[config.mk]
export PLATFORM = sky130hd
export DESIGN_NAME = one_wire_temperature_master_flat
export DESIGN_NICKNAME = d
export VERILOG_FILES = /design/src/hw/rtl/owtm_pkg.sv /design/src/hw/rtl/owtm_if.sv /design/src/hw/rtl/one_wire_temperature_master.sv /design/src/flat_wrapper.sv
export VERILOG_INCLUDE_DIRS = /design/src /design/src/hw/rtl
export SDC_FILE = /design/constraint.sdc
export NUM_CORES = 1
export LEC_CHECK = 0
export ABC_AREA = 1
export BUFFER_PORTS_ARGS = -buffer_cell sky130_fd_sc_hd__buf_2
export CAP_MARGIN = 5
export CORE_UTILIZATION = 55
export DETAILED_ROUTE_END_ITERATION = 12
export GPL_TIMING_DRIVEN = 0
export PLACE_DENSITY = 0.86
export SETUP_SLACK_MARGIN = 0.5
export SYNTH_ARGS = -nofsm -noshare
export SYNTH_HDL_FRONTEND = slang
export SYNTH_SLANG_ARGS = --single-unit
[constraint.sdc]
create_clock -name clk_i -period 10.45 [get_ports clk_i]
set_input_delay 2.09 -clock clk_i [delete_from_list [all_inputs] [get_ports clk_i]]
set_output_delay 2.09 -clock clk_i [all_outputs]
set_load 0.005 [all_outputs]
[src/hw/rtl/one_wire_temperature_master_macros.svh]
// ----------------------------------------------------------------------------
// One-wire temperature master assertion macros
// Concurrent assertion helpers clocked by clk_i and disabled during rst_ni.
// ----------------------------------------------------------------------------
`ifndef ONE_WIRE_TEMPERATURE_MASTER_MACROS_SVH
`define ONE_WIRE_TEMPERATURE_MASTER_MACROS_SVH

`ifndef NO_ASSERTIONS

// Property that must hold at every clock edge outside reset.
`define OWTM_ASSERT(lbl, prop, msg) \
  lbl: assert property (@(posedge clk_i) disable iff (!rst_ni) (prop)) else $error(msg);

// Same-cycle implication outside reset.
`define OWTM_ASSERT_IMP(lbl, ante, cons, msg) \
  lbl: assert property (@(posedge clk_i) disable iff (!rst_ni) (ante) |-> (cons)) \
    else $error(msg);

`else

`define OWTM_ASSERT(lbl, prop, msg)
`define OWTM_ASSERT_IMP(lbl, ante, cons, msg)

`endif

`endif

[src/hw/rtl/owtm_pkg.sv]
// ----------------------------------------------------------------------------
// One-wire temperature master package
// Types, command codes and conversion helpers used by the master module.
// ----------------------------------------------------------------------------
package owtm_pkg;

  // Item kinds on the input channel.
  localparam logic [2:0] KIND_TICK   = 3'd0;
  localparam logic [2:0] KIND_RESET  = 3'd1;
  localparam logic [2:0] KIND_WRITE  = 3'd2;
  localparam logic [2:0] KIND_READ   = 3'd3;
  localparam logic [2:0] KIND_TEMP   = 3'd4;

  // Configuration register indexes.
  localparam logic [2:0] CFG_RESET_LOW    = 3'd0;
  localparam logic [2:0] CFG_RESET_WAIT   = 3'd1;
  localparam logic [2:0] CFG_RESET_TAIL   = 3'd2;
  localparam logic [2:0] CFG_SLOT_LOW     = 3'd3;
  localparam logic [2:0] CFG_SLOT_SAMPLE  = 3'd4;
  localparam logic [2:0] CFG_SLOT_HOLD    = 3'd5;
  localparam logic [2:0] CFG_PRES_TIMEOUT = 3'd6;

  // One-wire ROM and function commands.
  localparam logic [7:0] CMD_SKIP_ROM = 8'hCC;
  localparam logic [7:0] CMD_READ_PAD = 8'hBE;
  localparam logic [7:0] CMD_CONVERT  = 8'h44;

  // Steps of the command sequencer. Steps 0 to 8 form the temperature read.
  localparam logic [3:0] STEP_FIRST      = 4'd0;
  localparam logic [3:0] STEP_SKIP_A     = 4'd1;
  localparam logic [3:0] STEP_READ_PAD   = 4'd2;
  localparam logic [3:0] STEP_LOW_BYTE   = 4'd3;
  localparam logic [3:0] STEP_HIGH_BYTE  = 4'd4;
  localparam logic [3:0] STEP_RESET_END  = 4'd5;
  localparam logic [3:0] STEP_RESET_CONV = 4'd6;
  localparam logic [3:0] STEP_SKIP_B     = 4'd7;
  localparam logic [3:0] STEP_LAST_TEMP  = 4'd8;
  localparam logic [3:0] STEP_RESET      = 4'd9;
  localparam logic [3:0] STEP_WRITE      = 4'd10;
  localparam logic [3:0] STEP_READ       = 4'd11;

  // Bus sequencer phases.
  typedef enum logic [3:0] {
    PH_IDLE   = 4'd0,
    PH_R_LOW  = 4'd1,
    PH_R_WAIT = 4'd2,
    PH_R_PRES = 4'd3,
    PH_R_TAIL = 4'd4,
    PH_W_LOW  = 4'd5,
    PH_W_HOLD = 4'd6,
    PH_W_REC  = 4'd7,
    PH_D_LOW  = 4'd8,
    PH_D_WAIT = 4'd9,
    PH_D_HOLD = 4'd10
  } phase_e;

  // One result item.
  typedef struct packed {
    logic        drive_low;
    logic        busy_res;
    logic        cmd_done;
    logic [7:0]  read_value;
    logic [15:0] temperature;
    logic        presence;
  } res_t;

  // Bus drive for a phase; during a write hold it follows the current bit.
  function automatic logic drive_of(phase_e ph, logic bit0);
    logic drv;
    case (ph)
      PH_R_LOW, PH_W_LOW, PH_D_LOW: drv = 1'b1;
      PH_W_HOLD:                    drv = ~bit0;
      default:                      drv = 1'b0;
    endcase
    return drv;
  endfunction

  // Command byte sent by a write step of the temperature sequence.
  function automatic logic [7:0] step_code(logic [3:0] step);
    logic [7:0] code;
    case (step)
      STEP_SKIP_A:    code = CMD_SKIP_ROM;
      STEP_READ_PAD:  code = CMD_READ_PAD;
      STEP_SKIP_B:    code = CMD_SKIP_ROM;
      STEP_LAST_TEMP: code = CMD_CONVERT;
      default:        code = 8'h00;
    endcase
    return code;
  endfunction

  // Sixteenths of a degree rounded to the nearest tenth.
  function automatic logic [7:0] tenths_of(logic [3:0] frac);
    logic [7:0] t;
    case (frac)
      4'd0:    t = 8'd0;
      4'd1:    t = 8'd1;
      4'd2:    t = 8'd1;
      4'd3:    t = 8'd2;
      4'd4:    t = 8'd3;
      4'd5:    t = 8'd3;
      4'd6:    t = 8'd4;
      4'd7:    t = 8'd4;
      4'd8:    t = 8'd5;
      4'd9:    t = 8'd6;
      4'd10:   t = 8'd6;
      4'd11:   t = 8'd7;
      4'd12:   t = 8'd8;
      4'd13:   t = 8'd8;
      4'd14:   t = 8'd9;
      default: t = 8'd9;
    endcase
    return t;
  endfunction

  // Raw scratchpad bytes to sign, integer degrees and tenths.
  function automatic logic [15:0] convert_temp(logic [7:0] lo, logic [7:0] hi);
    logic [7:0] h;
    logic [7:0] l;
    h = hi;
    l = lo;
    if (hi[7]) begin
      h = ~hi | 8'h08;
      l = 8'd0 - lo;
      if (l == 8'h00) begin
        h = h + 8'd1;
      end
    end
    return {h[3:0], l[7:4], tenths_of(l[3:0])};
  endfunction

endpackage

[src/hw/rtl/owtm_if.sv]
// ----------------------------------------------------------------------------
// One-wire temperature master channel interfaces
// Valid/ready channels for commands and ticks, results and register writes.
// ----------------------------------------------------------------------------
interface owtm_in_if;
  logic       valid;
  logic       ready;
  logic [2:0] kind;
  logic       line_level;
  logic [7:0] data_byte;

  modport source (output valid, kind, line_level, data_byte, input ready);
  modport sink   (input valid, kind, line_level, data_byte, output ready);
endinterface

interface owtm_out_if;
  logic        valid;
  logic        ready;
  logic        drive_low;
  logic        busy_res;
  logic        cmd_done;
  logic [7:0]  read_value;
  logic [15:0] temperature;
  logic        presence;

  modport source (output valid, drive_low, busy_res, cmd_done, read_value, temperature,
                  presence, input ready);
  modport sink   (input valid, drive_low, busy_res, cmd_done, read_value, temperature,
                  presence, output ready);
endinterface

interface owtm_cfg_if;
  logic        valid;
  logic        ready;
  logic [2:0]  index;
  logic [15:0] data;

  modport source (output valid, index, data, input ready);
  modport sink   (input valid, index, data, output ready);
endinterface

[src/hw/rtl/one_wire_temperature_master.sv]
// ----------------------------------------------------------------------------
// One-wire temperature master
// Open-drain one-wire bus sequencer with reset/presence, byte write, byte
// read and a complete temperature read sequence.
// ----------------------------------------------------------------------------
// Usage: every item on in_i is a tick (one bus time unit with the sampled
// line level) or a command (reset, write byte, read byte, read temperature).
// Commands that arrive while a command is running are dropped. Each item
// yields exactly one result item on out_o carrying the bus drive, busy and
// done flags, the received byte, the last temperature and the presence flag.
// An accepted item is held in the input register, then passes through the
// sequencer logic into the result register. One item is taken per cycle
// while out_o does not stall; the sequencer state update is a single
// pass of timer compare and phase selection per item.
// Register writes on cfg_i are always taken and should be made while idle.
// Reset returns the sequencer to idle, clears the stored temperature and the
// presence flag, and loads the default tick counts. When out_o stalls, the
// held result stays put and the input register fills, after which in_i
// deasserts ready until the receiver takes the result.
// ----------------------------------------------------------------------------
`include "one_wire_temperature_master_macros.svh"

module one_wire_temperature_master (
  input  logic clk_i,
  input  logic rst_ni,
  owtm_in_if.sink    in_i,
  owtm_out_if.source out_o,
  owtm_cfg_if.sink   cfg_i
);

  // Configuration registers.
  logic [15:0] reset_low_q, reset_wait_q, reset_tail_q, pres_timeout_q;
  logic [7:0]  slot_low_q, slot_sample_q, slot_hold_q;

  // Input stage.
  logic       in_valid_q;
  logic [2:0] kind_q;
  logic       line_q;
  logic [7:0] data_q;

  // Sequencer state.
  owtm_pkg::phase_e phase_q, phase_d;
  logic [15:0] tick_count_q, tick_count_d;
  logic [3:0]  bit_index_q, bit_index_d;
  logic [7:0]  shift_q, shift_d;
  logic [3:0]  step_q, step_d;
  logic [7:0]  low_byte_q, low_byte_d;
  logic        presence_q, presence_d;
  logic [15:0] last_temp_q, last_temp_d;

  // Result stage.
  logic            out_valid_q;
  owtm_pkg::res_t  res_q, res_d;

  logic        advance;
  logic [15:0] tmr_dur;
  logic [15:0] tmr_inc;
  logic        tmr_hit;
  logic [3:0]  bit_inc;
  logic        op_end;
  logic        start_op;
  logic        done;

  assign advance     = in_valid_q && (!out_valid_q || out_o.ready);
  assign in_i.ready  = !in_valid_q || advance;
  assign cfg_i.ready = 1'b1;

  // Register writes.
  always_ff @(posedge clk_i or negedge rst_ni) begin
    if (!rst_ni) begin
      reset_low_q    <= 16'd100;
      reset_wait_q   <= 16'd8;
      reset_tail_q   <= 16'd100;
      slot_low_q     <= 8'd1;
      slot_sample_q  <= 8'd1;
      slot_hold_q    <= 8'd15;
      pres_timeout_q <= 16'd1000;
    end else if (cfg_i.valid) begin
      case (cfg_i.index)
        owtm_pkg::CFG_RESET_LOW:    reset_low_q    <= cfg_i.data;
        owtm_pkg::CFG_RESET_WAIT:   reset_wait_q   <= cfg_i.data;
        owtm_pkg::CFG_RESET_TAIL:   reset_tail_q   <= cfg_i.data;
        owtm_pkg::CFG_SLOT_LOW:     slot_low_q     <= cfg_i.data[7:0];
        owtm_pkg::CFG_SLOT_SAMPLE:  slot_sample_q  <= cfg_i.data[7:0];
        owtm_pkg::CFG_SLOT_HOLD:    slot_hold_q    <= cfg_i.data[7:0];
        owtm_pkg::CFG_PRES_TIMEOUT: pres_timeout_q <= cfg_i.data;
        default: ;
      endcase
    end
  end

  // Input register: one item waits here for the sequencer.
  always_ff @(posedge clk_i or negedge rst_ni) begin
    if (!rst_ni) begin
      in_valid_q <= 1'b0;
    end else if (in_i.valid && in_i.ready) begin
      in_valid_q <= 1'b1;
    end else if (advance) begin
      in_valid_q <= 1'b0;
    end
  end

  always_ff @(posedge clk_i) begin
    if (in_i.valid && in_i.ready) begin
      kind_q <= in_i.kind;
      line_q <= in_i.line_level;
      data_q <= in_i.data_byte;
    end
  end

  // Duration of the current phase; a zero count behaves as one tick.
  always_comb begin
    case (phase_q)
      owtm_pkg::PH_R_LOW:  tmr_dur = reset_low_q;
      owtm_pkg::PH_R_WAIT: tmr_dur = reset_wait_q;
      owtm_pkg::PH_R_PRES: tmr_dur = pres_timeout_q;
      owtm_pkg::PH_R_TAIL: tmr_dur = reset_tail_q;
      owtm_pkg::PH_W_LOW, owtm_pkg::PH_W_REC, owtm_pkg::PH_D_LOW:
        tmr_dur = {8'd0, slot_low_q};
      owtm_pkg::PH_W_HOLD, owtm_pkg::PH_D_HOLD:
        tmr_dur = {8'd0, slot_hold_q};
      owtm_pkg::PH_D_WAIT: tmr_dur = {8'd0, slot_sample_q};
      default:             tmr_dur = 16'hFFFF;
    endcase
  end

  assign tmr_inc = tick_count_q + 16'd1;
  assign tmr_hit = (tmr_inc >= tmr_dur);
  assign bit_inc = bit_index_q + 4'd1;

  // Sequencer: one tick or command per pass.
  always_comb begin
    phase_d      = phase_q;
    tick_count_d = tick_count_q;
    bit_index_d  = bit_index_q;
    shift_d      = shift_q;
    step_d       = step_q;
    low_byte_d   = low_byte_q;
    presence_d   = presence_q;
    last_temp_d  = last_temp_q;
    op_end       = 1'b0;
    start_op     = 1'b0;
    done         = 1'b0;
    res_d        = '0;

    if (kind_q == owtm_pkg::KIND_TICK) begin
      res_d.drive_low = owtm_pkg::drive_of(phase_q, shift_q[0]);
      if (phase_q != owtm_pkg::PH_IDLE) begin
        tick_count_d = tmr_hit ? 16'd0 : tmr_inc;
        case (phase_q)
          owtm_pkg::PH_R_LOW: begin
            if (tmr_hit) phase_d = owtm_pkg::PH_R_WAIT;
          end
          owtm_pkg::PH_R_WAIT: begin
            if (tmr_hit) phase_d = owtm_pkg::PH_R_PRES;
          end
          owtm_pkg::PH_R_PRES: begin
            // A low line wins over a timeout on the same tick.
            if (!line_q) begin
              presence_d   = 1'b1;
              tick_count_d = 16'd0;
              phase_d      = owtm_pkg::PH_R_TAIL;
            end else if (tmr_hit) begin
              presence_d = 1'b0;
              phase_d    = owtm_pkg::PH_IDLE;
              done       = 1'b1;
            end
          end
          owtm_pkg::PH_R_TAIL: begin
            if (tmr_hit) op_end = 1'b1;
          end
          owtm_pkg::PH_W_LOW: begin
            if (tmr_hit) phase_d = owtm_pkg::PH_W_HOLD;
          end
          owtm_pkg::PH_W_HOLD: begin
            if (tmr_hit) phase_d = owtm_pkg::PH_W_REC;
          end
          owtm_pkg::PH_W_REC: begin
            if (tmr_hit) begin
              shift_d     = {1'b0, shift_q[7:1]};
              bit_index_d = bit_inc;
              if (bit_inc[3]) op_end = 1'b1;
              else phase_d = owtm_pkg::PH_W_LOW;
            end
          end
          owtm_pkg::PH_D_LOW: begin
            if (tmr_hit) phase_d = owtm_pkg::PH_D_WAIT;
          end
          owtm_pkg::PH_D_WAIT: begin
            if (tmr_hit) begin
              shift_d = {line_q, shift_q[7:1]};
              phase_d = owtm_pkg::PH_D_HOLD;
            end
          end
          owtm_pkg::PH_D_HOLD: begin
            if (tmr_hit) begin
              bit_index_d = bit_inc;
              if (bit_inc[3]) op_end = 1'b1;
              else phase_d = owtm_pkg::PH_D_LOW;
            end
          end
          default: begin
            phase_d = owtm_pkg::PH_IDLE;
          end
        endcase
      end

      // End of one bus operation: store bytes, then next step or finish.
      if (op_end) begin
        if (step_q == owtm_pkg::STEP_LOW_BYTE) low_byte_d = shift_d;
        if (step_q == owtm_pkg::STEP_HIGH_BYTE) begin
          last_temp_d = owtm_pkg::convert_temp(low_byte_q, shift_d);
        end
        if (step_q < owtm_pkg::STEP_LAST_TEMP) begin
          step_d   = step_q + 4'd1;
          start_op = 1'b1;
        end else begin
          phase_d      = owtm_pkg::PH_IDLE;
          tick_count_d = 16'd0;
          done         = 1'b1;
        end
      end
    end else if (phase_q == owtm_pkg::PH_IDLE && kind_q <= owtm_pkg::KIND_TEMP) begin
      start_op = 1'b1;
      case (kind_q)
        owtm_pkg::KIND_RESET: step_d = owtm_pkg::STEP_RESET;
        owtm_pkg::KIND_WRITE: begin
          step_d  = owtm_pkg::STEP_WRITE;
          shift_d = data_q;
        end
        owtm_pkg::KIND_READ:  step_d = owtm_pkg::STEP_READ;
        default:              step_d = owtm_pkg::STEP_FIRST;
      endcase
    end

    // Launch the bus operation of the current step.
    if (start_op) begin
      tick_count_d = 16'd0;
      bit_index_d  = 4'd0;
      if (step_d == owtm_pkg::STEP_FIRST || step_d == owtm_pkg::STEP_RESET_END ||
          step_d == owtm_pkg::STEP_RESET_CONV || step_d == owtm_pkg::STEP_RESET) begin
        phase_d = owtm_pkg::PH_R_LOW;
      end else if (step_d == owtm_pkg::STEP_LOW_BYTE ||
                   step_d == owtm_pkg::STEP_HIGH_BYTE ||
                   step_d == owtm_pkg::STEP_READ) begin
        shift_d = 8'd0;
        phase_d = owtm_pkg::PH_D_LOW;
      end else begin
        if (step_d <= owtm_pkg::STEP_LAST_TEMP) shift_d = owtm_pkg::step_code(step_d);
        phase_d = owtm_pkg::PH_W_LOW;
      end
    end

    // Result fields.
    if (kind_q != owtm_pkg::KIND_TICK) begin
      res_d.drive_low = owtm_pkg::drive_of(phase_d, shift_d[0]);
    end
    res_d.busy_res    = (phase_d != owtm_pkg::PH_IDLE);
    res_d.cmd_done    = done;
    res_d.read_value  = (done && step_d == owtm_pkg::STEP_READ) ? shift_d : 8'd0;
    res_d.temperature = last_temp_d;
    res_d.presence    = presence_d;
  end

  // Sequencer state registers, updated once per processed item.
  always_ff @(posedge clk_i or negedge rst_ni) begin
    if (!rst_ni) begin
      phase_q      <= owtm_pkg::PH_IDLE;
      tick_count_q <= 16'd0;
      bit_index_q  <= 4'd0;
      shift_q      <= 8'd0;
      step_q       <= 4'd0;
      low_byte_q   <= 8'd0;
      presence_q   <= 1'b0;
      last_temp_q  <= 16'd0;
    end else if (advance) begin
      phase_q      <= phase_d;
      tick_count_q <= tick_count_d;
      bit_index_q  <= bit_index_d;
      shift_q      <= shift_d;
      step_q       <= step_d;
      low_byte_q   <= low_byte_d;
      presence_q   <= presence_d;
      last_temp_q  <= last_temp_d;
    end
  end

  // Result register.
  always_ff @(posedge clk_i or negedge rst_ni) begin
    if (!rst_ni) begin
      out_valid_q <= 1'b0;
    end else if (advance) begin
      out_valid_q <= 1'b1;
    end else if (out_o.ready) begin
      out_valid_q <= 1'b0;
    end
  end

  always_ff @(posedge clk_i) begin
    if (advance) begin
      res_q <= res_d;
    end
  end

  assign out_o.valid       = out_valid_q;
  assign out_o.drive_low   = res_q.drive_low;
  assign out_o.busy_res    = res_q.busy_res;
  assign out_o.cmd_done    = res_q.cmd_done;
  assign out_o.read_value  = res_q.read_value;
  assign out_o.temperature = res_q.temperature;
  assign out_o.presence    = res_q.presence;

  // Checks on the sequencer and the pipeline.
  `OWTM_ASSERT_IMP(a_ready_when_empty, !in_valid_q, in_i.ready, "input stage empty but not ready")
  `OWTM_ASSERT_IMP(a_idle_count_zero, phase_q == owtm_pkg::PH_IDLE, tick_count_q == 16'd0, "tick count not cleared in idle")
  `OWTM_ASSERT(a_bit_index_range, bit_index_q <= 4'd8, "bit index beyond one byte")
  `OWTM_ASSERT_IMP(a_done_not_busy, out_valid_q && res_q.cmd_done, !res_q.busy_res, "done result still busy")
  `OWTM_ASSERT_IMP(a_read_value_done, out_valid_q && !res_q.cmd_done, res_q.read_value == 8'd0, "read value without done")

endmodule
[src/flat_wrapper.sv]
// flat-port wrapper written by rule: the top's interface ports become plain ports
module one_wire_temperature_master_flat 
  (clk_i, rst_ni, in_i_valid, in_i_kind, in_i_line_level, in_i_data_byte, in_i_ready, out_o_valid, out_o_drive_low, out_o_busy_res, out_o_cmd_done, out_o_read_value, out_o_temperature, out_o_presence, out_o_ready, cfg_i_valid, cfg_i_index, cfg_i_data, cfg_i_ready);
  owtm_in_if in_i_i ();
  owtm_out_if out_o_i ();
  owtm_cfg_if cfg_i_i ();
  input  logic clk_i;
  input  logic rst_ni;
  input wire logic [$bits(in_i_i.valid)-1:0] in_i_valid;
  input wire logic [$bits(in_i_i.kind)-1:0] in_i_kind;
  input wire logic [$bits(in_i_i.line_level)-1:0] in_i_line_level;
  input wire logic [$bits(in_i_i.data_byte)-1:0] in_i_data_byte;
  output wire logic [$bits(in_i_i.ready)-1:0] in_i_ready;
  output wire logic [$bits(out_o_i.valid)-1:0] out_o_valid;
  output wire logic [$bits(out_o_i.drive_low)-1:0] out_o_drive_low;
  output wire logic [$bits(out_o_i.busy_res)-1:0] out_o_busy_res;
  output wire logic [$bits(out_o_i.cmd_done)-1:0] out_o_cmd_done;
  output wire logic [$bits(out_o_i.read_value)-1:0] out_o_read_value;
  output wire logic [$bits(out_o_i.temperature)-1:0] out_o_temperature;
  output wire logic [$bits(out_o_i.presence)-1:0] out_o_presence;
  input wire logic [$bits(out_o_i.ready)-1:0] out_o_ready;
  input wire logic [$bits(cfg_i_i.valid)-1:0] cfg_i_valid;
  input wire logic [$bits(cfg_i_i.index)-1:0] cfg_i_index;
  input wire logic [$bits(cfg_i_i.data)-1:0] cfg_i_data;
  output wire logic [$bits(cfg_i_i.ready)-1:0] cfg_i_ready;
  assign in_i_i.valid = in_i_valid;
  assign in_i_i.kind = in_i_kind;
  assign in_i_i.line_level = in_i_line_level;
  assign in_i_i.data_byte = in_i_data_byte;
  assign in_i_ready = in_i_i.ready;
  assign out_o_valid = out_o_i.valid;
  assign out_o_drive_low = out_o_i.drive_low;
  assign out_o_busy_res = out_o_i.busy_res;
  assign out_o_cmd_done = out_o_i.cmd_done;
  assign out_o_read_value = out_o_i.read_value;
  assign out_o_temperature = out_o_i.temperature;
  assign out_o_presence = out_o_i.presence;
  assign out_o_i.ready = out_o_ready;
  assign cfg_i_i.valid = cfg_i_valid;
  assign cfg_i_i.index = cfg_i_index;
  assign cfg_i_i.data = cfg_i_data;
  assign cfg_i_ready = cfg_i_i.ready;
  one_wire_temperature_master u_core (.clk_i(clk_i), .rst_ni(rst_ni), .in_i(in_i_i), .out_o(out_o_i), .cfg_i(cfg_i_i));
endmodule
# Word-level counts from Yosys, hierarchy flattened
# Memories as Yosys holds them, arrays and structs flattened.
# Index checks and enable logic that the tools add are counted.
dict set report word_totals {
  out_inout_bits 31
  latch_bits 0
  ramBits 0
  mem_count 1
  regBits 191
  word_cells 207
  in_bits 36
  romBits 64
}
# name depth width rd rd_clocked_by_memory_dff write_ports line
set memory_table {}
lappend memory_table {{(name not given)} 16 4 1 0 0 owtm_pkg.sv:94} ;# case (frac)
dict set report op_classes {
  bitwise_logic 3
  shift 0
  muxes 90
  add_sub_neg 5
  div 0
  n_reduce_logical 43
  eq_ne 35
  mul 0
  n_lt_le_gt_ge 4
}
# operator count
set op_table {}
lappend op_table {{2-to-1 mux 16 bit} 11}
lappend op_table {{2-to-1 mux 4 bit} 30}
lappend op_table {{2-to-1 mux 8 bit} 15}
lappend op_table {{case mux 16 bit (7 select lines)} 1}
lappend op_table {{== test 4 x 3 -> 1 bit, second input constant} 11}
lappend op_table {{case mux 4 bit (10 select lines)} 1}
lappend op_table {{== test 4 bit, second input constant} 7}
lappend op_table {{2-to-1 mux 1 bit} 26}
lappend op_table {{case mux 8 bit (3 select lines)} 1}
lappend op_table {{== test 4 x 2 -> 1 bit, second input constant} 5}
lappend op_table {{adder 16 x 1 -> 16 bit, second input constant} 1}
lappend op_table {{greater-or-equal comparator 16 bit} 1}
lappend op_table {{case mux 8 bit (2 select lines)} 1}
lappend op_table {{AND reduction 2 bit} 8}
lappend op_table {{adder 4 x 1 -> 4 bit, second input constant} 3}
lappend op_table {{== test 3 x 2 -> 1 bit, second input constant} 4}
lappend op_table {{== test 4 x 1 -> 1 bit, second input constant} 3}
lappend op_table {{case mux 4 bit (3 select lines)} 1}
lappend op_table {{nonzero test 2 bit} 6}
lappend op_table {{== test 3 bit, second input constant} 3}
lappend op_table {{OR reduction 3 bit} 3}
lappend op_table {{logical NOT 4 bit} 2}
lappend op_table {{logical NOT 8 bit} 1}
lappend op_table {{nonzero test 4 bit} 2}
lappend op_table {{other kinds (16)} 33}

# Longest topological paths before layout
# Gate-level depths: netlist of run 1.
dict set report logic_depth {
  depth_word 20
  mapped_depth 36
  mapped_depth_nobuf 35
}

# Least setup slack after synthesis of run 1
# No wires, ideal clock.
dict set report synth_timing {
  path_type {input -> output}
  startpoint {input port out_o_ready}
  endpoint {output port in_i_ready}
  required_time_ns 8.360
  path_slack_ns 6.121
  t_arrival_ns 2.239
  stages 2
  path_buffers 0
  cell_sequence {inv_1 nand3_1}
}
dict set report synth_via {
  elab_chain_cells 3
}
# item line
set synth_rtl {}
lappend synth_rtl {{start: declaration} flat_wrapper.sv:21} ;# input wire logic [$bits(out_o_i.ready)-1:0] out_o_ready;
lappend synth_rtl {{logical OR 1 bit} one_wire_temperature_master.sv:64} ;# assign advance = in_valid_q && (!out_valid_q || out_o.ready);
lappend synth_rtl {{logical AND 1 bit} one_wire_temperature_master.sv:64}
lappend synth_rtl {{logical OR 1 bit} one_wire_temperature_master.sv:65} ;# assign in_i.ready = !in_valid_q || advance;
lappend synth_rtl {{end: declaration} flat_wrapper.sv:13} ;# output wire logic [$bits(in_i_i.ready)-1:0] in_i_ready;
# Every way passes these cells.

# Worst setup path in the final report of run 1
dict set report layout_timing {
  startpoint {register u_core.phase_q[3]}
  endpoint {register u_core.res_q (netlist bit u_core.out_o.temperature[13]) (data pin)}
}
dict set report layout_via {
  elab_chain_cells 15
  word_cells_on_any_way 33
  classes_between {add/sub (1); order compare (1); eq/ne (10); mux (16); bitwise (1); reduce/logical (4)}
}
# item line
set layout_rtl {}
lappend layout_rtl {{start: declaration} one_wire_temperature_master.sv:42} ;# owtm_pkg::phase_e phase_q, phase_d;
lappend layout_rtl {{start signal: assignment} one_wire_temperature_master.sv:268} ;# phase_q <= owtm_pkg::PH_IDLE;
lappend layout_rtl {{start signal: assignment} one_wire_temperature_master.sv:277} ;# phase_q <= phase_d;
lappend layout_rtl {{== test 4 x 3 -> 1 bit, or another cell as far along} one_wire_temperature_master.sv:113} ;# case (phase_q)
lappend layout_rtl {{OR reduction 3 bit or OR reduction 2 bit (tied branches)} one_wire_temperature_master.sv:113}
lappend layout_rtl {{case mux 16 bit (7 select lines)} one_wire_temperature_master.sv:113}
lappend layout_rtl {{greater-or-equal comparator 16 bit} one_wire_temperature_master.sv:128} ;# assign tmr_hit = (tmr_inc >= tmr_dur);
lappend layout_rtl {{2-to-1 mux 8 bit (on tied branches)} {one_wire_temperature_master.sv:190, one_wire_temperature_master.sv:179}}
lappend layout_rtl {{case mux 8 bit (2 select lines)} one_wire_temperature_master.sv:150} ;# case (phase_q)
lappend layout_rtl {{2-to-1 mux 8 bit} one_wire_temperature_master.sv:148} ;# if (phase_q != owtm_pkg::PH_IDLE) begin
lappend layout_rtl {{2-to-1 mux 8 bit} one_wire_temperature_master.sv:146} ;# if (kind_q == owtm_pkg::KIND_TICK) begin
lappend layout_rtl {{inverter 3 bit} owtm_pkg.sv:122} ;# h = ~hi | 8'h08;
lappend layout_rtl {{adder 4 x 1 -> 4 bit} owtm_pkg.sv:125} ;# h = h + 8'd1;
lappend layout_rtl {{2-to-1 mux 4 bit} owtm_pkg.sv:124} ;# if (l == 8'h00) begin
lappend layout_rtl {{2-to-1 mux 4 bit} owtm_pkg.sv:121} ;# if (hi[7]) begin
lappend layout_rtl {{2-to-1 mux 16 bit} one_wire_temperature_master.sv:211} ;# if (step_q == owtm_pkg::STEP_HIGH_BYTE) begin
lappend layout_rtl {{2-to-1 mux 16 bit (*)} one_wire_temperature_master.sv:209} ;# if (op_end) begin
lappend layout_rtl {{2-to-1 mux 16 bit (*)} one_wire_temperature_master.sv:146}
lappend layout_rtl {{named net u_core.last_temp_d[13]} one_wire_temperature_master.sv:49} ;# logic [15:0] last_temp_q, last_temp_d;
lappend layout_rtl {{end signal: assignment} one_wire_temperature_master.sv:301} ;# res_q <= res_d;
lappend layout_rtl {{end: declaration} one_wire_temperature_master.sv:53} ;# owtm_pkg::res_t res_q, res_d;
# Mark *: on every way through the listed nets, which the timed path passes. The rest lies on a longest branch. The select of a mux whose other input is x is not followed.
# A chain may end at the register's enable or synchronous reset.

==> results.yml, run 1 <==
status:
  outcome: "completed"
clock_network:
  clkLatencyLatePin_ns: 0.45
  cts.clk_slew.worst_paths_ns: 0.07
  cts_resized: 0
  hold_buffers: 0
  cts_setup_buffers: 0
  cts_buffers: 17
  cts_root_buf: "clkbuf_16"
  cts.sinks: 191
  cts_htree_levels: 4
  cts_tree: "done"
  clock_path_buffers: 2
placed_design:
  portBuffers: 65
  dp_hpwl_um: 17690
  place.gp.congestion: 0.9679
global_routing:
  grt.overflow.total: 0
  grt_max_degree: 77
  grt_pass1_wl_um: 40570
  antenna_found_initial: 0
  grt_util_all_layers_pct: 28.16
  grt_pass1_vias: 8243
yosys:
  synthesis.yosys.warnings: 0
  ys_seq_area_share_pct: 50.08
  synth_top_area_cell: "dfrtp_1"
  synth_top_area_share_pct: 33.06
  syn_avg_cell_area_sq_um: 8.397
  ys_async_sr_fraction_pct: 79.06
  synth-seq-cells: 191
  synthesis.area_sq_um: 9992
  synth.area.top_cells: "dfrtp_1 33%, edfxtp_1 12%, nand2_1 10%"
  synth_edf_count: 40
  syn_nets: 1250
  synth-main-ff-cell: "dfrtp_1"
  yosysUniqueCellTypes: 53
  synthCells: 1190
final_layout:
  post-route-util_pct: 63.90
  layout-drive-gt1-share_pct: 13.51
  seqCellArea_sq_um: 5004
  n_antenna_cell: 0
  fill_cells: 1444
  nets: 1335
  areaGrowthSynthToFinish_pct: 12.15
  multi_input_area_sq_um: 4245
route:
  drt-total-wl_um: 24430
  remaining_drc_errors: 0
  vias: 8726
  drtAntennaViolNets: 0
  drt-initial-drc-count: 1001
  viasPerCell: 5.767
  routedWlPerCell_um: 16.15
  drt_first_pass_iters: 5
critical_path:
  start_kind: "flip-flop"
  crit_path_end_kind: "flip-flop"
  crit_required_ns: 10.63
  rr_worst_depth: 25
  critPathKind: "reg2reg"
  cp_max_fo: 10
  worst_ep_arrival_time_ns: 6.08
pwr:
  seqPwrFrac_pct: 37.8
  p_clk_share_pct: 24.4
  internal-power_mw: 1.546
  ir_drop_mv: 0.1677
  power_density_nw_per_um2: 232.7
  netSwitchingPower_mw: 1.062
  swShare_pct: 40.73
  leakage_nw: 5.240
  combPwrFrac_pct: 37.8
timing:
  fin_skew_ns: 0.01404
  slew_viol_final: 0
  min_period_ns: 5.905
  finalSetupTns_ns: 0
  slew_headroom_pct: 35.19
  fmax_mhz: 169.3
  min_period_over_period_pct: 56.51
  grt_setup_unrepaired: "false"
  worst_pin_slew_ns: 0.9722
  hold_violations: 0
  setup_viol: 0
floorplanning:
  die_area_sq_um: 18710
  initial_utilization_pct: 56.98
  core_area_sq_um: 17540
  num_rows: 48
  die_h_um: 136.8
  die_w_um: 136.8
  ios: 67
min_path:
  hold_path.class: "reg2reg"
  whs_path_depth: 2
job:
  drv_cap: 0
Yosys cell counts (all sizes together), types with 2 or more instances:
| cell type | number |
|---|---|
| nand2 | 285 |
| o21ai | 181 |
| inv | 151 |
| dfrtp | 132 |
| nor2 | 87 |
| a21oi | 51 |
| edfxtp | 40 |
| clkbuf | 35 |
| nand3 | 34 |
| ha | 24 |
| dfstp | 19 |
| xor2 | 19 |
| o22ai | 17 |
| a22o | 14 |
| nand4 | 13 |
| nor3 | 13 |
| a22oi | 9 |
| buf | 7 |
| o211ai | 7 |
| xnor2 | 7 |
| a221oi | 6 |
| and3 | 6 |
| o2111a | 4 |
| a2111oi | 3 |
| a211oi | 3 |
| o21a | 3 |
| a31o | 2 |
| a31oi | 2 |
| clkinv | 2 |
| nor4 | 2 |
| o31ai | 2 |
| or2 | 2 |
cell usage in the layout, fill, tap and decap left out, types with 4 or more instances in the layout:
master,count
a21oi_1,46
a21oi_2,5
a221oi_1,6
a22o_1,14
a22oi_1,9
and3_1,6
buf_2,70
clkbuf_1,35
clkbuf_16,18
dfrtp_1,132
dfstp_2,19
edfxtp_1,40
ha_1,24
inv_1,138
inv_2,13
nand2_1,270
nand2_2,14
nand3_1,32
nand4_1,13
nor2_1,78
nor2_2,6
nor3_1,13
o2111a_1,4
o211ai_1,7
o21ai_0,166
o21ai_1,14
o22ai_1,17
xnor2_1,6
xor2_1,19
cells by family after synthesis:
family          synth area share (%)
fa+ha+maj                      3.005
mux                           0.1002
simple gates                   18.97
other cells                  0.03753
xor+xnor                       2.354
buf+inv                        7.438
flops                          50.08
compound gates                 18.02
worst max-delay path, cell delays in order, from the launching register on:
cell	delay, ns
dfrtp_1	0.47
nor2_1	0.16
inv_2	0.08
nor2_1	0.49
clkbuf_1	0.53
a22o_1	0.25
a21oi_1	0.08
o2111a_1	0.21
ha_1	0.30
nand2_1	0.05
inv_1	0.04
nand2_1	0.06
nor2_1	0.10
nor2_1	0.04
nand2_1	0.08
nand2_1	0.07
nand2_2	0.12
inv_1	0.06
nor2_1	0.22
o21ai_1	0.24
buf_2	0.24
o21ai_0	0.66
inv_1	0.19
ha_1	0.33
o311ai_1	0.39
o21ai_0	0.15
power groups by stage:
stage,Combinational [mW],Sequential (mW),Clock (mW)
after floorplan,0.705,0.972,0
after global placement,0.923,0.990,0
after detailed placement,0.952,0.994,0
after CTS,0.966,0.982,0.638
after global routing,1.11,0.999,0.667
final,0.985,0.987,0.636
sequential cells by signal (all words and copies together) (netlist names), 8 cells and up:
| register | flops |
|---|---|
| u_core.reset_wait_q | 16 |
| u_core.slot_sample_q | 8 |
| u_core.reset_tail_q | 16 |
| u_core.data_q | 8 |
| u_core.reset_low_q | 16 |
| u_core.pres_timeout_q | 16 |
| u_core.shift_q | 8 |
| u_core.last_temp_q | 16 |
| u_core.out_o.temperature | 16 |
| u_core.low_byte_q | 8 |
| u_core.slot_hold_q | 8 |
| u_core.tick_count_q | 16 |
| u_core.slot_low_q | 8 |
| u_core.out_o.read_value | 8 |
through the flow:
stage	instances	cell area [sq um]	power [mW]	worst slack (ns)	hold WS [ns]
finish	1513	11210	2.608	4.545	0.4858
global route	1513	11210	2.775	4.100	0.5018
CTS	1513	11210	2.586	4.704	0.4899
detailed placement	1481	10630	1.946	4.784	0.4731
global placement	1480	10600	1.913	4.839	0.4605
floorplan	1190	9992	1.677	6.121	0.4488
area by class of cell:
cell class / count / area share, %
Sequential cell: 191 / 44.65
Multi-Input combinational cell: 804 / 37.89
Inverter: 153 / 5.125
Clock buffer: 19 / 4.053
Timing Repair Buffer: 66 / 3.205
Tap cell: 225 / 2.512
Buffer: 42 / 1.519
Clock inverter: 13 / 1.050
final timing paths:
kind                                                    start                                     end  slack (ns)
max in group asynchronous                              rst_ni       u_core.last_temp_q[1]$_DFFE_PN0P_        7.99
min reg2reg                u_core.reset_wait_q[8]$_DFFE_PN0P_      u_core.reset_wait_q[8]$_DFFE_PN0P_        0.49
min in group asynchronous                              rst_ni     u_core.slot_sample_q[5]$_DFFE_PN0P_        1.65
max                             u_core.phase_q[3]$_DFFE_PN0P_  u_core.out_o.temperature[13]$_DFFE_PP_        4.54
max reg2reg                     u_core.phase_q[3]$_DFFE_PN0P_  u_core.out_o.temperature[13]$_DFFE_PP_        4.54
min                        u_core.reset_wait_q[8]$_DFFE_PN0P_      u_core.reset_wait_q[8]$_DFFE_PN0P_        0.49
routing by layer:
metal  part of all wire (%)  track usage [%]  up-vias
met5                      0                0        -
met4                    2.2            10.81        0
met3                    8.9            6.593       53
met2                     46            43.91      399
met1                     43            38.17     4122
li1                       -                -     4152
Note: power is estimated with default switching activity, not from simulation.
==> run 2, diff against run 1 <==
==> constraint.sdc (replaced) <==
create_clock -name clk_i -period 5.7 [get_ports clk_i]
set_input_delay 1.14 -clock clk_i [delete_from_list [all_inputs] [get_ports clk_i]]
set_output_delay 1.14 -clock clk_i [all_outputs]
set_load 0.005 [all_outputs]
==> run 2 against run 1 <==
Effect of this change: die area unchanged; critical path depth is 4 higher; hold slack got worse by 0.00057 ns; core utilization is 0.46 points higher; largest cell class unchanged; register-to-register slack worse by 3.8 ns; global-route usage up 0.081 points; count of clock-buffer cells in the layout did not move; routed wire length up 1.2%; sequential power rose by 83%; sequential share of layout area decreased by 0.31 points.
==> results.yml, run 2 (synthesized netlist as in run 1, its figures left out) <==
pwr:
  combPwrFrac_pct: 38.4
  leakage_nw: 5.265
  seqPwrFrac_pct: 37.5
  power_density_nw_per_um2: 427.9
  swShare_pct: 40.92
  p_clk_share_pct: 24.1
  ir_drop_mv: 0.3017
  netSwitchingPower_mw: 1.977
  internal-power_mw: 2.853
placed_design:
  dp_hpwl_um: 17690
  place.gp.congestion: 0.9679
  portBuffers: 65
timing:
  finalSetupTns_ns: 0
  setup_viol: 0
  worst_pin_slew_ns: 0.9642
  hold_violations: 0
  slew_headroom_pct: 35.72
  fmax_mhz: 203.7
  slew_viol_final: 0
  min_period_over_period_pct: 86.14
  fin_skew_ns: 0.01526
  min_period_ns: 4.910
  grt_setup_unrepaired: "false"
final_layout:
  layout_commonest_cell: "nand2_1"
  layout-drive-gt1-share_pct: 15.06
  nets: 1335
  areaGrowthSynthToFinish_pct: 12.96
  post-route-util_pct: 64.36
  n_antenna_cell: 0
  most-common-layout-cells: "270 x nand2_1, 163 x o21ai_0, 138 x inv_1, 131 x dfrtp_1, 74 x nor2_1"
clock_network:
  cts_tree: "done"
  cts_buffers: 17
  cts_htree_levels: 4
  cts.sinks: 191
  clkLatencyLatePin_ns: 0.45
  cts.clk_slew.worst_paths_ns: 0.07
  cts_root_buf: "clkbuf_16"
  clock_path_buffers: 2
route:
  drt-total-wl_um: 24740
  drt_first_pass_iters: 6
  remaining_drc_errors: 0
  routedWlPerCell_um: 16.35
  drtAntennaViolNets: 0
  drt-met1-wl_um: 10480
  vias: 8736
  wl_met3_um: 2347
  wl_met2_um: 11290
  drt-initial-drc-count: 1024
  viasPerCell: 5.774
  dr.max_layer_used: "met4"
critical_path:
  critPathKind: "reg2reg"
  crit_required_ns: 5.88
  ff2ff_setup_slack_ns: 0.79
  rr_worst_depth: 29
  crit_path_end_kind: "flip-flop"
  start_kind: "flip-flop"
  slowest_delay_ns: 0.48
  worst_ep_arrival_time_ns: 5.09
  cp_slowest_cell: "dfrtp_1"
  rr_endpoint: "u_core.out_o.temperature[13]$_DFFE_PP_"
  cp_common_cell: "nand2_1"
  cp_max_fo: 10
  reg2reg_from: "u_core.phase_q[3]$_DFFE_PN0P_"
min_path:
  whs_path_depth: 2
  hold_end: "u_core.reset_wait_q[8]$_DFFE_PN0P_"
  hold_start: "u_core.reset_wait_q[8]$_DFFE_PN0P_"
  hold_path.class: "reg2reg"
job:
  drv_cap: 0
floorplanning:
  core_area_sq_um: 17540
  die_area_sq_um: 18710
  die_h_um: 136.8
  die_w_um: 136.8
  ios: 67
  initial_utilization_pct: 56.98
  num_rows: 48
global_routing:
  grt_pass1_wl_um: 40680
  grt_util_all_layers_pct: 28.24
  grt.overflow.total: 0
  antenna_found_initial: 0
  grt_max_degree: 77
  grt_pass1_vias: 8270
status:
  outcome: "completed"
==> run 2: cell types whose count changed in the layout (fill, tap and decap cells not counted), moves of 3 or more <==
cell / delta
nor2_2: +4
clkbuf_1: -5
o21ai_0: -3
nor3_2: +3
nor3_1: -3
clkbuf_2: +4
nor2_1: -4
==> run 2: worst max path at each step <==
| stage | endpoint | start | slack [ns] | cells after the start |
|---|---|---|---|---|
| final | u_core.out_o.temperature[13]$_DFFE_PP_ | u_core.phase_q[3]$_DFFE_PN0P_ | 0.79 | 29 |
| after global routing | u_core.out_o.temperature[13]$_DFFE_PP_ | u_core.phase_q[3]$_DFFE_PN0P_ | 0.48 | 28 |
| after CTS | u_core.out_o.temperature[13]$_DFFE_PP_ | u_core.tick_count_q[2]$_DFFE_PN0P_ | 0.60 | 23 |
| after detailed placement | u_core.out_o.temperature[13]$_DFFE_PP_ | u_core.phase_q[3]$_DFFE_PN0P_ | 0.03 | 25 |
| after global placement | u_core.out_o.temperature[13]$_DFFE_PP_ | u_core.phase_q[3]$_DFFE_PN0P_ | 0.09 | 25 |
| after floorplan | u_core.out_o.temperature[13]$_DFFE_PP_ | u_core.tick_count_q[2]$_DFFE_PN0P_ | 1.37 | 24 |
==> run 2: critical path, delay by kind of cell (launching register included) <==
kind	cells	cell delay, ns
buffers and inverters	8	1.19
AO/OA/AOI/OAI	6	1.20
flip-flops	1	0.48
AND/OR/NAND/NOR	13	1.07
adder cells (fa/ha/maj)	2	0.66
==> run 2: power groups by stage <==
stage                     clock, mW  combinational [mW]  sequential [mW]
after CTS                      1.17                1.78             1.80
after global routing           1.22                2.07             1.84
after detailed placement          0                1.75             1.82
final                          1.16                1.85             1.81
after global placement            0                1.69             1.82
after floorplan                   0                1.29             1.78
==> run 2: timing repair <==
item,CTS,global route
hold buffers,0,0
resized for setup,10,21
setup buffers,0,0
setup endpoints to repair,8,34
==> run 2: layout make-up <==
type                            instances  area [sq um]
Sequential cell                       191          5005
Multi-Input combinational cell        804          4314
Fill cell                            1428          6250
Tap cell                              225         281.5
Buffer                                 42         181.4
Inverter                              153         574.3
Clock inverter                         13         117.6
Timing Repair Buffer                   66         359.1
Clock buffer                           19         454.2
==> run 2: per-layer routing <==
| layer | up-vias | track usage (%) |
|---|---|---|
| met4 | 0 | 10.99 |
| met1 | 4079 | 38.17 |
| met5 | - | 0 |
| li1 | 4143 | - |
| met2 | 442 | 44.08 |
| met3 | 72 | 6.630 |
==> run 2: metrics by stage <==
step	instances	instance area [sq um]	setup WS, ns	hold WS, ns	power [mW]
after floorplan	1190	9992	1.375	0.4488	3.075
after global placement	1480	10600	0.08853	0.4605	3.507
after detailed placement	1481	10630	0.03371	0.4731	3.568
after CTS	1513	11220	0.6047	0.4899	4.753
after global routing	1513	11290	0.4766	0.5018	5.132
final	1513	11290	0.7899	0.4853	4.830
==> run 3, diff against run 2 <==
--- a/config.mk
+++ b/config.mk
@@ -13,6 +13,7 @@
 export DETAILED_ROUTE_END_ITERATION = 12
 export GPL_TIMING_DRIVEN = 0
 export PLACE_DENSITY = 0.86
+export RECOVER_POWER = 100
 export SETUP_SLACK_MARGIN = 0.5
 export SYNTH_ARGS = -nofsm -noshare
 export SYNTH_HDL_FRONTEND = slang
==> run 3 against run 2 <==
Effect of this change: the flow now finishes with violations (max-capacitance violations, max-slew violations); flip-flop and latch count is the same; register-to-register slack got worse by 0.20 ns; final cell count unchanged; critical path depth grew 5; via count is 0.42% higher; critical path type unchanged; largest power group is now sequential cells.
==> results.yml, run 3 (synthesized netlist as in run 1, its figures left out) <==
final_layout:
  fill_cells: 1453
  seqCellArea_sq_um: 5005
  layout_commonest_cell: "nand2_1"
  n_antenna_cell: 0
  nets: 1335
  finalNonFillerCells: 1513
  multi_input_area_sq_um: 4274
  areaGrowthSynthToFinish_pct: 12.08
  most-common-layout-cells: "273 x nand2_1, 170 x o21ai_0, 138 x inv_1, 131 x dfrtp_1, 75 x nor2_1"
  layout-drive-gt1-share_pct: 12.42
global_routing:
  grt_max_degree: 77
  grt_pass1_wl_um: 40680
  grt.overflow.total: 0
  grt_pass1_vias: 8270
  grt_util_all_layers_pct: 28.24
  antenna_found_initial: 0
job:
  drv_cap: 2
route:
  drtAntennaViolNets: 0
  wl_met2_um: 11340
  viasPerCell: 5.798
  wl_met3_um: 2132
  drt-initial-drc-count: 964
  routedWlPerCell_um: 16.38
  remaining_drc_errors: 0
  drt-total-wl_um: 24780
  drt-met1-wl_um: 10720
  drt_first_pass_iters: 6
  vias: 8773
  dr.max_layer_used: "met4"
timing:
  slew_headroom_pct: -125.6
  setup_ws_ns: 0.5943
  slew_viol_final: 115
  min_period_ns: 5.106
  fmax_mhz: 195.9
  worst_pin_slew_ns: 3.385
  hold_violations: 0
  min_period_over_period_pct: 89.57
  finalSetupTns_ns: 0
  setup_viol: 0
  grt_setup_unrepaired: "false"
  fin_skew_ns: 0.01247
critical_path:
  start_kind: "flip-flop"
  worst_ep_arrival_time_ns: 5.31
  cp_max_fo: 10
  crit_required_ns: 5.90
  cp_slowest_cell: "dfrtp_1"
  slowest_delay_ns: 0.49
  critPathKind: "reg2reg"
  cp_common_cell: "nand2_1"
  crit_path_end_kind: "flip-flop"
placed_design:
  portBuffers: 65
  place_inst: 1481
  dp_hpwl_um: 17690
  place.gp.congestion: 0.9679
  place_ws_ns: 0.03371
floorplanning:
  die_h_um: 136.8
  ios: 67
  core_area_sq_um: 17540
  initial_utilization_pct: 56.98
  num_rows: 48
  die_area_sq_um: 18710
  die_w_um: 136.8
pwr:
  power_density_nw_per_um2: 429.0
  ir_drop_mv: 0.3021
  leakage_nw: 5.204
  power.total_mw: 4.804
status:
  outcome: "complete, but fails checks"
  violations: "max-capacitance violations, max-slew violations"
clock_network:
  cts_tree: "done"
  cts_htree_levels: 4
  cts.sinks: 191
  cts_root_buf: "clkbuf_16"
  cts.clk_slew.worst_paths_ns: 0.08
  clock_path_buffers: 2
  hold_buffers: 0
  cts_buffers: 17
  clkLatencyLatePin_ns: 0.45
min_path:
  hold_path.class: "reg2reg"
## run 3: cell count changes in the layout (fill, tap and decap cells not counted), moves of 2 or more
| cell | previous run | this run |
|---|---|---|
| clkbuf_1 | 30 | 56 |
| o21ai_1 | 14 | 7 |
| nand2_2 | 14 | 11 |
| buf_2 | 69 | 44 |
| nand2_1 | 270 | 273 |
| o21ai_0 | 163 | 170 |
| nand3_1 | 32 | 34 |
## run 3: area by class of cell
type                            instances  share of cell area (%)
Sequential cell                       191                   44.69
Multi-Input combinational cell        804                   38.16
Inverter                              153                   5.128
Clock buffer                           19                   4.055
Timing Repair Buffer                   66                   2.804
Tap cell                              225                   2.514
Buffer                                 42                   1.598
Clock inverter                         13                   1.050
## run 3: path summary, 6_finish.rpt
path,from,endpoint,slack (ns),cells past startpoint
worst min-delay path,u_core.reset_wait_q[8]$_DFFE_PN0P_,u_core.reset_wait_q[8]$_DFFE_PN0P_,0.49,2
worst max register to register,u_core.phase_q[3]$_DFFE_PN0P_,u_core.out_o.drive_low$_DFFE_PP_,0.59,34
max in group asynchronous,rst_ni,u_core.step_q[2]$_DFFE_PN0P_,1.22,2
min in group asynchronous,rst_ni,u_core.slot_sample_q[5]$_DFFE_PN0P_,0.70,1
worst min register to register,u_core.reset_wait_q[8]$_DFFE_PN0P_,u_core.reset_wait_q[8]$_DFFE_PN0P_,0.49,2
worst max-delay path,u_core.phase_q[3]$_DFFE_PN0P_,u_core.out_o.drive_low$_DFFE_PP_,0.59,34
## run 3: critical path, delay by kind of cell (launching register included)
kind	cells	cell delay [ns]
AOI/OAI and AO/OA	2	0.46
DFF	1	0.49
adders and majority gates	1	0.33
buffers and inverters	6	1.04
and+or+nand+nor	25	2.52
## run 3: power breakdown
part / internal [mW] / total [mW] / leakage, nW / switching [mW]
combinational: 0.593 / 1.82 / 2.76 / 1.23
sequential: 1.65 / 1.82 / 2.16 / 0.168
clock: 0.601 / 1.17 / 0.282 / 0.568
total: 2.84 / 4.80 / 5.20 / 1.96
## run 3: per-layer routing
| layer | track usage [%] | up-vias |
|---|---|---|
| met1 | 38.17 | 4146 |
| li1 | - | 4151 |
| met3 | 6.630 | 66 |
| met5 | 0 | - |
| met4 | 10.99 | 0 |
| met2 | 44.08 | 410 |
## run 3: through the flow
stage          hold slack [ns]  area [sq um]  utilization [%]
2_1_floorplan           0.4488          9992                -
3_3_place_gp            0.4605         10600            60.44
3_5_place_dp            0.4731         10630            60.64
4_1_cts                 0.4899         11220            63.98
5_1_grt                 0.5018         11200            63.86
6_report                0.4856         11200            63.86
## run 3: repair_timing
| action | CTS | global route |
|---|---|---|
| setup endpoints to repair | 8 | 34 |
| setup buffers | 0 | 0 |
| gates resized for setup | 10 | 21 |
